[config.mk]
export PLATFORM = sky130hd
export DESIGN_NAME = murmur64b_string_hash
export DESIGN_NICKNAME = d
export VERILOG_FILES = /design/src/rtl/mh64_pkg.sv /design/src/rtl/murmur64b_string_hash.sv /design/src/rtl/mh64_front.sv /design/src/rtl/mh64_queue.sv /design/src/rtl/mh64_back.sv
export SDC_FILE = /design/constraint.sdc
export NUM_CORES = 2
export LEC_CHECK = 0
export BUFFER_PORTS_ARGS = -buffer_cell sky130_fd_sc_hd__buf_2
export CORE_ASPECT_RATIO = 1.1
export CORE_UTILIZATION = 40
export CTS_BUF_LIST = sky130_fd_sc_hd__clkbuf_8 sky130_fd_sc_hd__clkbuf_16
export DETAILED_ROUTE_END_ITERATION = 10
export GPL_TIMING_DRIVEN = 0
export PLACE_DENSITY = 0.66
export REMOVE_ABC_BUFFERS = 1
export SYNTH_ARGS = -nofsm -noshare
export SYNTH_HDL_FRONTEND = slang
export SYNTH_SLANG_ARGS = --single-unit
[constraint.sdc]
create_clock -name clock -period 14.7 [get_ports clock]
set_input_delay 1.47 -clock clock [delete_from_list [all_inputs] [get_ports clock]]
set_output_delay 1.47 -clock clock [all_outputs]
set_load 0.01 [all_outputs]
[src/rtl/mh64_pkg.sv]
`timescale 1ns / 1ps

package mh64_pkg;

   localparam logic [31:0] MUL_CONST  = 32'h5bd1e995;
   localparam int          MIX_SHIFT  = 24;
   localparam int          FIN_SHIFT1 = 18;
   localparam int          FIN_SHIFT2 = 22;
   localparam int          FIN_SHIFT3 = 17;
   localparam int          FIN_SHIFT4 = 19;
   localparam logic [15:0] MAX_LENGTH = 16'd512;

   // CSR byte addresses
   localparam logic [1:0]  CSR_ADDR_SEED = 2'd0;
   localparam logic [31:0] SEED_RESET    = 32'd1;

   typedef enum logic [1:0] {
      KIND_NONE,
      KIND_FULL,
      KIND_TAIL
   } word_kind_type;

   typedef enum logic [1:0] {
      SPEC_NORMAL,
      SPEC_EMPTY,
      SPEC_LONG
   } special_type;

   // One classified word as it travels from front to back
   typedef struct packed {
      logic [31:0]   word;
      word_kind_type kind;
      logic [1:0]    tail_bytes;
      logic          first;
      logic          last;
      logic [31:0]   start_upper;
      special_type   special;
   } entry_type;

   typedef struct packed {
      logic empty;
      logic full;
   } queue_status_type;

endpackage

[src/rtl/murmur64b_string_hash.sv]
`timescale 1ns / 1ps

// MurmurHash64B over a byte string streamed as little-endian 32-bit words.
// Input channel (req_*): one word per handshake, accepted when req_valid is
// high and req_stall is low. The first word of a string carries
// req_first_word and the total length; the last carries req_last_word and
// 0..4 valid bytes. Result channel (rsp_*): one 64-bit hash per last word,
// {first half, second half}; 0 for an empty string, 1 above 512 bytes.
// CSR port: the seed register at byte address 0, reset value 1; write it
// only while no string is in flight.
// Flow: a front classifier feeds a small word queue, so req_stall only
// rises when that queue is full. The back end shares one 32x32 constant
// multiplier: a full word passes a dequeue and three multiplies, a tail
// word a dequeue and one multiply, an empty word a dequeue only, and a
// last word adds four finalize multiplies and a load of the output register.
// Reset (synchronous, active high) empties the queue, clears both halves and
// drops rsp_valid. A stalled result holds in the output register; the back
// end keeps working on queued words until it needs that register again.

module murmur64b_string_hash #(
   parameter int QUEUE_DEPTH = 2
) (
   input  logic        clock,
   input  logic        reset,
   // input words
   input  logic        req_valid,
   output logic        req_stall,
   input  logic [31:0] req_data_word,
   input  logic [2:0]  req_valid_bytes,
   input  logic        req_first_word,
   input  logic        req_last_word,
   input  logic [15:0] req_total_length,
   // results
   output logic        rsp_valid,
   input  logic        rsp_stall,
   output logic [63:0] rsp_hash_value,
   // CSR
   input  logic        csr_psel,
   input  logic        csr_penable,
   input  logic        csr_pwrite,
   input  logic [1:0]  csr_paddr,
   input  logic [31:0] csr_pwdata,
   output logic [31:0] csr_prdata,
   output logic        csr_pready
);

   logic [31:0]                seed_ff;
   logic                       push;
   logic                       pop;
   mh64_pkg::entry_type        push_entry;
   mh64_pkg::entry_type        head;
   mh64_pkg::queue_status_type q_status;

   // CSR: zero wait state, seed only
   assign csr_pready = 1'b1;
   assign csr_prdata = (csr_paddr == mh64_pkg::CSR_ADDR_SEED) ? seed_ff : 32'd0;

   always_ff @(posedge clock) begin
      if (reset) begin
         seed_ff <= mh64_pkg::SEED_RESET;
      end else if (csr_psel && csr_penable && csr_pwrite && csr_pready
                   && csr_paddr == mh64_pkg::CSR_ADDR_SEED) begin
         seed_ff <= csr_pwdata;
      end
   end

   // front: classify each word and start value
   mh64_front u_front (
      .req_valid        (req_valid),
      .req_stall        (req_stall),
      .req_data_word    (req_data_word),
      .req_valid_bytes  (req_valid_bytes),
      .req_first_word   (req_first_word),
      .req_last_word    (req_last_word),
      .req_total_length (req_total_length),
      .seed             (seed_ff),
      .q_status         (q_status),
      .push             (push),
      .push_entry       (push_entry)
   );

   // word queue between front and back
   mh64_queue #(
      .DEPTH (QUEUE_DEPTH)
   ) u_queue (
      .clock      (clock),
      .reset      (reset),
      .push       (push),
      .push_entry (push_entry),
      .pop        (pop),
      .head       (head),
      .status     (q_status)
   );

   // back: mixing, tail, finalize, output register
   mh64_back u_back (
      .clock          (clock),
      .reset          (reset),
      .head           (head),
      .q_status       (q_status),
      .pop            (pop),
      .rsp_valid      (rsp_valid),
      .rsp_stall      (rsp_stall),
      .rsp_hash_value (rsp_hash_value)
   );

endmodule

[src/rtl/mh64_front.sv]
`timescale 1ns / 1ps

module mh64_front (
   input  logic                 req_valid,
   output logic                 req_stall,
   input  logic [31:0]          req_data_word,
   input  logic [2:0]           req_valid_bytes,
   input  logic                 req_first_word,
   input  logic                 req_last_word,
   input  logic [15:0]          req_total_length,
   input  logic [31:0]          seed,
   input  mh64_pkg::queue_status_type q_status,
   output logic                 push,
   output mh64_pkg::entry_type  push_entry
);

   assign req_stall = q_status.full;
   assign push      = req_valid && !q_status.full;

   always_comb begin
      push_entry             = '0;
      push_entry.word        = req_data_word;
      push_entry.first       = req_first_word;
      push_entry.last        = req_last_word;
      push_entry.start_upper = seed ^ {16'd0, req_total_length};
      push_entry.tail_bytes  = req_valid_bytes[1:0];
      // counts above four act as four
      if (req_valid_bytes >= 3'd4) begin
         push_entry.kind = mh64_pkg::KIND_FULL;
      end else if (req_valid_bytes == 3'd0) begin
         push_entry.kind = mh64_pkg::KIND_NONE;
      end else begin
         push_entry.kind = mh64_pkg::KIND_TAIL;
      end
      if (req_total_length == 16'd0) begin
         push_entry.special = mh64_pkg::SPEC_EMPTY;
      end else if (req_total_length > mh64_pkg::MAX_LENGTH) begin
         push_entry.special = mh64_pkg::SPEC_LONG;
      end else begin
         push_entry.special = mh64_pkg::SPEC_NORMAL;
      end
   end

endmodule

[src/rtl/mh64_queue.sv]
`timescale 1ns / 1ps

module mh64_queue #(
   parameter int DEPTH = 2
) (
   input  logic                       clock,
   input  logic                       reset,
   input  logic                       push,
   input  mh64_pkg::entry_type        push_entry,
   input  logic                       pop,
   output mh64_pkg::entry_type        head,
   output mh64_pkg::queue_status_type status
);

   localparam int PW = (DEPTH > 1) ? $clog2(DEPTH) : 1;
   localparam int CW = $clog2(DEPTH + 1);

   mh64_pkg::entry_type slots_ff [DEPTH];
   logic [PW-1:0] wr_ptr_ff;
   logic [PW-1:0] rd_ptr_ff;
   logic [CW-1:0] count_ff;

   assign head         = slots_ff[rd_ptr_ff];
   assign status.empty = (count_ff == '0);
   assign status.full  = (count_ff == CW'(DEPTH));

   function automatic logic [PW-1:0] bump(input logic [PW-1:0] p);
      bump = (p == PW'(DEPTH - 1)) ? '0 : p + 1'b1;
   endfunction

   always_ff @(posedge clock) begin
      if (push) begin
         slots_ff[wr_ptr_ff] <= push_entry;
      end
   end

   always_ff @(posedge clock) begin
      if (reset) begin
         wr_ptr_ff <= '0;
         rd_ptr_ff <= '0;
         count_ff  <= '0;
      end else begin
         if (push) begin
            wr_ptr_ff <= bump(wr_ptr_ff);
         end
         if (pop) begin
            rd_ptr_ff <= bump(rd_ptr_ff);
         end
         if (push && !pop) begin
            count_ff <= count_ff + 1'b1;
         end else if (pop && !push) begin
            count_ff <= count_ff - 1'b1;
         end
      end
   end

endmodule

[src/rtl/mh64_back.sv]
`timescale 1ns / 1ps

module mh64_back (
   input  logic                       clock,
   input  logic                       reset,
   input  mh64_pkg::entry_type        head,
   input  mh64_pkg::queue_status_type q_status,
   output logic                       pop,
   output logic                       rsp_valid,
   input  logic                       rsp_stall,
   output logic [63:0]                rsp_hash_value
);

   typedef enum logic [3:0] {
      S_IDLE,
      S_K1,
      S_K2,
      S_K3,
      S_TAIL,
      S_F1,
      S_F2,
      S_F3,
      S_F4,
      S_OUT
   } state_type;

   state_type             state_ff;
   mh64_pkg::entry_type   ent_ff;
   mh64_pkg::special_type special_ff;
   logic [31:0] upper_ff;
   logic [31:0] lower_ff;
   logic        ngl_ff;
   logic [31:0] t_ff;
   logic [31:0] h1_ff;
   logic [31:0] h2_ff;
   logic        rsp_valid_ff;
   logic [63:0] rsp_hash_value_ff;

   logic [31:0] mul_a;
   logic [31:0] mul_p;
   logic [31:0] tail_mask;
   logic        out_free;
   logic        out_load;

   assign pop            = (state_ff == S_IDLE) && !q_status.empty;
   assign out_free       = !rsp_valid_ff || !rsp_stall;
   assign out_load       = (state_ff == S_OUT) && out_free;
   assign rsp_valid      = rsp_valid_ff;
   assign rsp_hash_value = rsp_hash_value_ff;

   always_comb begin
      case (ent_ff.tail_bytes)
         2'd1:    tail_mask = 32'h0000_00ff;
         2'd2:    tail_mask = 32'h0000_ffff;
         default: tail_mask = 32'h00ff_ffff;
      endcase
   end

   // single shared multiplier, low 32 bits of the product
   always_comb begin
      case (state_ff)
         S_K1:    mul_a = ent_ff.word;
         S_K2:    mul_a = t_ff ^ (t_ff >> mh64_pkg::MIX_SHIFT);
         S_K3:    mul_a = ngl_ff ? lower_ff : upper_ff;
         S_TAIL:  mul_a = lower_ff ^ (ent_ff.word & tail_mask);
         S_F1:    mul_a = upper_ff ^ (lower_ff >> mh64_pkg::FIN_SHIFT1);
         S_F2:    mul_a = h2_ff ^ (h1_ff >> mh64_pkg::FIN_SHIFT2);
         S_F3:    mul_a = h1_ff ^ (h2_ff >> mh64_pkg::FIN_SHIFT3);
         S_F4:    mul_a = h2_ff ^ (h1_ff >> mh64_pkg::FIN_SHIFT4);
         default: mul_a = '0;
      endcase
   end

   assign mul_p = mul_a * mh64_pkg::MUL_CONST;

   always_ff @(posedge clock) begin
      if (reset) begin
         state_ff          <= S_IDLE;
         upper_ff          <= '0;
         lower_ff          <= '0;
         ngl_ff            <= 1'b0;
         special_ff        <= mh64_pkg::SPEC_NORMAL;
         rsp_valid_ff      <= 1'b0;
         ent_ff            <= '0;
         t_ff              <= '0;
         h1_ff             <= '0;
         h2_ff             <= '0;
         rsp_hash_value_ff <= '0;
      end else begin
         rsp_valid_ff <= out_load || (rsp_valid_ff && rsp_stall);
         case (state_ff)
            S_IDLE: begin
               if (pop) begin
                  ent_ff <= head;
                  if (head.first) begin
                     upper_ff   <= head.start_upper;
                     lower_ff   <= '0;
                     ngl_ff     <= 1'b0;
                     special_ff <= head.special;
                  end
                  case (head.kind)
                     mh64_pkg::KIND_FULL: state_ff <= S_K1;
                     mh64_pkg::KIND_TAIL: state_ff <= S_TAIL;
                     default:             state_ff <= head.last ? S_F1 : S_IDLE;
                  endcase
               end
            end
            S_K1: begin
               t_ff     <= mul_p;
               state_ff <= S_K2;
            end
            S_K2: begin
               t_ff     <= mul_p;
               state_ff <= S_K3;
            end
            S_K3: begin
               if (ngl_ff) begin
                  lower_ff <= mul_p ^ t_ff;
               end else begin
                  upper_ff <= mul_p ^ t_ff;
               end
               ngl_ff   <= !ngl_ff;
               state_ff <= ent_ff.last ? S_F1 : S_IDLE;
            end
            S_TAIL: begin
               lower_ff <= mul_p;
               state_ff <= ent_ff.last ? S_F1 : S_IDLE;
            end
            S_F1: begin
               h1_ff    <= mul_p;
               h2_ff    <= lower_ff;
               state_ff <= S_F2;
            end
            S_F2: begin
               h2_ff    <= mul_p;
               state_ff <= S_F3;
            end
            S_F3: begin
               h1_ff    <= mul_p;
               state_ff <= S_F4;
            end
            S_F4: begin
               h2_ff    <= mul_p;
               state_ff <= S_OUT;
            end
            S_OUT: begin
               if (out_free) begin
                  case (special_ff)
                     mh64_pkg::SPEC_EMPTY: rsp_hash_value_ff <= 64'd0;
                     mh64_pkg::SPEC_LONG:  rsp_hash_value_ff <= 64'd1;
                     default:              rsp_hash_value_ff <= {h1_ff, h2_ff};
                  endcase
                  state_ff <= S_IDLE;
               end
            end
            default: state_ff <= S_IDLE;
         endcase
      end
   end

   a_pop_not_empty: assert property (@(posedge clock) disable iff (reset)
      pop |-> !q_status.empty)
      else $error("pop from empty queue");

   a_ngl_flips: assert property (@(posedge clock) disable iff (reset)
      (state_ff == S_K3) |=> (ngl_ff != $past(ngl_ff)))
      else $error("half select did not alternate after full word");

   a_empty_zero: assert property (@(posedge clock) disable iff (reset)
      (out_load && special_ff == mh64_pkg::SPEC_EMPTY) |=> (rsp_hash_value_ff == 64'd0))
      else $error("empty string did not hash to zero");

   a_no_overwrite: assert property (@(posedge clock) disable iff (reset)
      (rsp_valid_ff && rsp_stall) |-> !out_load)
      else $error("result overwritten while held");

endmodule
**Yosys cells after proc, flatten, opt, wreduce, memory -nomap -nowiden**

Memories as Yosys holds them, arrays and structs flattened. A register that Yosys moved wholly into a read port is not among the register bits.
Cells that the tools add are included.

- Add/sub/neg operators: 4
- $mul: 1
- Magnitude comparators: 2
- Equal/unequal tests: 21
- Muxes and demuxes: 35
- Bitwise operators: 9
- Reductions and logical operators: 38

Operators with widths:

| cell | number |
|---|---|
| 32-bit 2-to-1 mux | 8 |
| 32-bit case mux with 8 select lines | 1 |
| 32-bit case mux with 2 select lines | 2 |
| 64-bit case mux with 2 select lines | 1 |
| 32-bit case mux with 3 select lines | 1 |
| 32-bit XOR | 2 |
| 24-bit case mux with 2 select lines | 1 |
| 4-bit case mux with 9 select lines | 1 |
| 32-bit by 24-bit AND with 32-bit output | 1 |
| 32-bit by 31-bit multiplier with 32-bit output, second input constant | 1 |
| 32-bit by 10-bit XOR with 32-bit output | 1 |
| 32-bit by 13-bit XOR with 32-bit output | 1 |
| 32-bit by 14-bit XOR with 32-bit output | 1 |
| 32-bit by 15-bit XOR with 32-bit output | 1 |
| 32-bit by 16-bit XOR with 32-bit output | 1 |
| 32-bit by 8-bit XOR with 32-bit output | 1 |
| 4-bit by 3-bit equality test with 1-bit output, second input constant | 4 |
| 16-bit by 10-bit > comparator with 1-bit output, second input constant | 1 |
| 16-bit logical NOT | 1 |
| 2-bit 2-to-1 mux | 6 |
| 1-bit logical AND | 9 |
| 2-bit equality test, second input constant | 4 |
| 4-bit by 2-bit equality test with 1-bit output, second input constant | 2 |
| 4-bit equality test, second input constant | 2 |
| other kinds (24) | 56 |

- Bits in registers: 303
- Bits in writable memories: 144
- Input bits: 94
- Output and inout bits: 99
- Logic and storage cells: 128
- Memories: 1

Memories:

| memory | depth | bits a word | rd ports | clocked after Yosys merged registers in | write ports | RTL line | source |
|---|---|---|---|---|---|---|---|
| u_queue.slots_ff | 2 | 72 | 1 | 1 | 1 | mh64_queue.sv:18 | `mh64_pkg::entry_type slots_ff [DEPTH];` |

**Longest topological paths before layout**

- Depth after elaboration: 9
- Depth in mapped cells: 37
- Mapped depth without buffers: 34

**By module**

A second synthesis with hierarchy kept.

- Cell total of the unflattened synthesis: 3144
- Area total of the unflattened synthesis: 29600.9 um^2

By module, submodules not included:

| module | instances | cells each | area an instance (um^2) | sequential area each (um^2) |
|---|---|---|---|---|
| mh64_back | 1 | 2639 | 21858.5 | 5345.1 |
| mh64_queue | 1 | 246 | 5429.0 | 4424.2 |
| murmur64b_string_hash | 1 | 178 | 1705.4 | 640.6 |
| mh64_front | 1 | 81 | 608.1 | 0.0 |

**Worst setup path before layout**

OpenSTA, ideal clock, no wires.

- Path type: flip-flop to flip-flop
- From: reg u_back.state_ff[1]
- To: reg u_back.upper_ff[28]
- Data arrival time: 8744 ps
- Required time: 14583 ps
- Slack: 5838 ps
- Cell stages (with the launch flop): 37
- Buffers on the path: 5
- Period minus slack after synthesis: 8862 ps
- Cell sequence: dfxtp_1 buf_2 buf_2 nor2_1 nand2_1 clkbuf_1 clkbuf_1 clkbuf_1 a21oi_1 o21ai_0 nand4_1 ha_1 ha_1 fa_1 inv_1 fa_1 inv_1 fa_1 inv_1 fa_1 inv_1 fa_1 inv_1 fa_1 inv_1 ha_1 a21o_1 a21o_1 a21o_1 a31o_2 a221o_1 o2111ai_1 nand3b_1 xor2_1 xnor2_1 nand2_1 a32o_1

- Longest elaborated chain between the ends: 6
- Elaborated cells between the ends (all ways): 20
- Those cells by class: 1 x mul; 11 x eq/ne; 3 x mux; 1 x bitwise; 4 x reduce/logical

RTL lines:

| element | RTL line | source |
|---|---|---|
| start, declared | mh64_back.sv:27 | `state_type state_ff;` |
| start signal, assigned | mh64_back.sv:104 | `default: state_ff <= head.last ? S_F1 : S_IDLE;` |
| start signal, assigned | mh64_back.sv:123 | `state_ff <= ent_ff.last ? S_F1 : S_IDLE;` |
| start signal, assigned | mh64_back.sv:127 | `state_ff <= ent_ff.last ? S_F1 : S_IDLE;` |
| 4-bit equality test (tied with other cells) | mh64_back.sv:61 | `case (state_ff)` |
| 32-bit case mux with 8 select lines | mh64_back.sv:61 |  |
| 32-bit by 31-bit multiplier with 32-bit output | mh64_back.sv:74 | `assign mul_p = mul_a * mh64_pkg::MUL_CONST;` |
| 32-bit XOR | mh64_back.sv:120 | `upper_ff <= mul_p ^ t_ff;` |
| 32-bit 2-to-1 mux | mh64_back.sv:117 | `if (ngl_ff) begin` |
| 32-bit case mux with 2 select lines | mh64_back.sv:91 | `case (state_ff)` |
| end signal, assigned | mh64_back.sv:96 | `upper_ff <= head.start_upper;` |
| end signal, assigned | mh64_back.sv:120 |  |
| end, declared | mh64_back.sv:30 | `logic [31:0] upper_ff;` |

Parallel ways exist; a longest one is shown, timed or not. The select of a mux whose other input is x is not followed.
A chain may end at the register's enable or synchronous reset.

**Worst setup path after layout**

- From: reg u_back.state_ff[0]
- To: reg u_back.lower_ff[27]

- Longest elaborated chain between the ends: 6
- Elaborated cells between the ends (all ways): 20
- Those cells by class: 1 x mul; 11 x eq/ne; 3 x mux; 1 x bitwise; 4 x reduce/logical

RTL lines:

| element | RTL line | source |
|---|---|---|
| 4-bit equality test (tied with other cells) | mh64_back.sv:61 |  |
| 32-bit case mux with 8 select lines | mh64_back.sv:61 |  |
| 32-bit by 31-bit multiplier with 32-bit output | mh64_back.sv:74 |  |
| 32-bit XOR | mh64_back.sv:118 | `lower_ff <= mul_p ^ t_ff;` |
| 32-bit 2-to-1 mux | mh64_back.sv:117 |  |
| 32-bit case mux with 3 select lines | mh64_back.sv:91 |  |
| end signal, assigned | mh64_back.sv:118 |  |
| end signal, assigned | mh64_back.sv:126 | `lower_ff <= mul_p;` |
| end, declared | mh64_back.sv:31 | `logic [31:0] lower_ff;` |

Parallel ways exist; a longest one is shown, timed or not. The select of a mux whose other input is x is not followed.

==> impl_metrics.toml <==
[run_status]
status = "complete, no violations"

[setup_path]
crit_path_max_fanout = 42
critPathKind = "flip-flop to flip-flop"
r2r_cells = 28
cp_slowest_cell = "nand4bb_1"
worstPathRequired_ns = 15.20
worstReg2RegStart = "u_back.state_ff[0]$_SDFFE_PP0P_"
crit_arrival_ns = 11.92
rrSetupSlack_ns = 3.28
setup.worst_path.start = "u_back.state_ff[0]$_SDFFE_PP0P_"
critPathCaptureType = "flip-flop"
max_stage_delay_ns = 0.99
r2r_end = "u_back.lower_ff[27]$_SDFFE_PP0P_"
start_kind = "flip-flop"
cp-endpoint = "u_back.lower_ff[27]$_SDFFE_PP0P_"

[detailed_routing]
wl_per_cell_um = 20.7
vias = 22464
vias_per_cell = 5.47
dr.first_iter.drc_count = 2115
ant_nets = 0
drt_wl_total_mm = 84.9
dr.pass1.iters = 8
drcViolationCount = 0

[power_and_ir_drop]
internal_power_mw = 4.25
combPwrFrac = 0.663
peakVddDrop_mv = 0.287
clkPwrFrac = 0.140
power_density_nw_per_um2 = 265
leakage_nw = 14.1
p_switching_mw = 4.22
switching_share = 0.498
p_seq_frac = 0.197

[min_path]
hold_class = "flip-flop to flip-flop"

[final_layout]
final_area_um2 = 32000
layout_commonest_cell = "nand2_1"
layout_common_cells = "nand2_1 (420), inv_1 (369), dfxtp_1 (303)"
antenna_cells = 0
nNetsFinal = 3631
drive_gt1_frac = 0.104
area_growth_pct = 12.8
register_area_um2 = 10400
multi_input_area_um2 = 16100
fill_cells = 6709

[job]
maxCapViolCount = 0

[clock_tree]
cts_hold_buf = 0
cts_max_level = 2
clock-sinks = 448
cts_resized = 0
numCtsBuffers = 45
cts_setup_buffers = 0
cts.path.max_buffers = 3
clkLatencyLatePin_ns = 0.59
clk_pin_slew_ns = 0.07
cts_tree = "yes"
ctsRootBufferMaster = "clkbuf_16"

[synthesis]
ys_types = 80
netlist_instances = 3033
yosysWarnings = 0
ys_seq_area_frac = 0.367
synthArstFlopShare = 0
synth.cell_area_um2 = 28400
synth_edf_count = 144
syn-mean-instance-area_um2 = 9.35
ys_seq_elements = 448
synth-main-ff-cell = "dfxtp_1"

[global_route]
grt_pass1_wl_mm = 130
antenna_found_initial = 0
grt_pass1_vias = 21644
grt.total_usage = 0.234
grt_max_degree = 137
grt_overflow = 0

[floorplanning]
dieArea_um2 = 72000
die_w_um = 256
pin_count = 193
initial_core_util = 0.403
rows = 102
core_area_um2 = 70300
fp.dieH_um = 281

[sta]
final_max_slew_viol_count = 0
fmax_mhz = 87.6
rsz0062_at_grt = "false"
fin_setup_tns_ns = 0
finalHoldViolations = 0
worst_pin_slew_ns = 1.41
fin_crit_sh = 0.777
layout_setup_ws_ns = 3.28
finalSetupViolCount = 0
max_slew_margin = 0.0561
period_minus_slack_ns = 11.42
fin_worst_skew_ns = 0.0170

[placed_design]
placedInstanceArea_um2 = 30500
gp_routability_congestion = 0.959
place.detailed.hpwl_mm = 61.1
post-place-ws_ns = 3.55
portBuffers = 191
-- worst max-delay path, delay by kind of cell (launching register included) --
kind            cells  cell delay (ns)
xor+xnor            2             0.75
fa+ha+maj           9             4.41
compound gates      5             1.57
simple gates        6             3.26
flops               1             0.95
buf+inv             6             0.33
-- Yosys cell counts, drive strengths merged (20+ instances only) --
cell / instances / area share
nor2: 178 / 0.024
mux2i: 70 / 0.025
nand3: 85 / 0.015
o21ai: 117 / 0.021
xnor2: 65 / 0.021
nor3: 20 / 0.0037
a21oi: 259 / 0.046
edfxtp: 144 / 0.15
nand2: 424 / 0.056
buf: 26 / 0.0053
inv: 355 / 0.047
xor2: 70 / 0.022
clkbuf: 137 / 0.018
dfxtp: 304 / 0.21
fa: 181 / 0.13
ha: 221 / 0.098
a211oi: 65 / 0.017
a22oi: 32 / 0.0085
and2: 38 / 0.0086
-- kinds of logic (layout without fill, tap and decap cells) --
group	Yosys count	in the layout	synth area share
other	1	1	0.000132
xor gates and xnor gates	139	139	0.0458
buffers and inverters	519	658	0.0705
DFF	448	448	0.367
and+or+nand+nor	822	822	0.128
AOI/OAI and AO/OA	629	629	0.137
muxes	73	73	0.0259
adders and majority gates	402	402	0.225
-- flip-flops by register name, summed over array words and instances, names as in the netlist, 2 cells and up, named ones only --
name,count
u_back.h2_ff,32
u_back.state_ff,4
u_back.special_ff,2
u_back.h1_ff,32
u_back.ent_ff,35
seed_ff,32
u_back.upper_ff,32
u_queue.slots_ff,144
u_back.rsp_hash_value,64
u_back.lower_ff,32
u_queue.count_ff,2
u_back.t_ff,32
-- routing by layer --
layer	vias to the layer above	routed length, um	track usage
li1	10483	-	-
met3	220	6940	0.0372
met4	0	4090	0.107
met5	-	0	0
met1	10825	34200	0.300
met2	936	39600	0.388
-- power groups by stage --
stage	sequential [mW]	clock, mW	combinational, mW
floorplan	1.64	0	3.90
global placement	1.71	0	5.37
detailed placement	1.69	0	5.48
CTS	1.66	1.20	5.54
global route	1.69	1.25	6.18
finish	1.67	1.18	5.62
-- through the flow --
stage           util  cells  total power [mW]  hold slack, ns
2_1_floorplan      -   2870              5.54           0.425
3_5_place_dp   0.434   4024              7.17           0.443
3_3_place_gp   0.424   3997              7.08           0.437
4_1_cts        0.455   4108              8.40           0.450
5_1_grt        0.455   4108              9.11           0.465
6_report       0.455   4108              8.48           0.446
-- how the worst min path moves through the flow --
stage | from | to | slack (ns) | cells after the start
floorplan | u_back.upper_ff[30]$_SDFFE_PP0P_ | u_back.upper_ff[30]$_SDFFE_PP0P_ | 0.42 | 2
global placement | u_back.rsp_hash_value[38]$_SDFFE_PP0P_ | u_back.rsp_hash_value[38]$_SDFFE_PP0P_ | 0.44 | 2
detailed placement | u_back.rsp_hash_value[3]$_SDFFE_PP0P_ | u_back.rsp_hash_value[3]$_SDFFE_PP0P_ | 0.44 | 2
CTS | u_back.rsp_hash_value[39]$_SDFFE_PP0P_ | u_back.rsp_hash_value[39]$_SDFFE_PP0P_ | 0.45 | 2
global route | u_back.rsp_hash_value[60]$_SDFFE_PP0P_ | u_back.rsp_hash_value[60]$_SDFFE_PP0P_ | 0.46 | 2
finish | u_back.rsp_hash_value[3]$_SDFFE_PP0P_ | u_back.rsp_hash_value[3]$_SDFFE_PP0P_ | 0.45 | 2
-- area by class of cell --
type,instances,share of cell area
Multi-Input combinational cell,2066,0.503
Sequential cell,448,0.325
Timing Repair Buffer,218,0.0463
Inverter,356,0.0418
Clock buffer,49,0.0373
Tap cell,936,0.0366
Clock inverter,35,0.00978
Note: power is estimated with default switching activity, not from simulation.
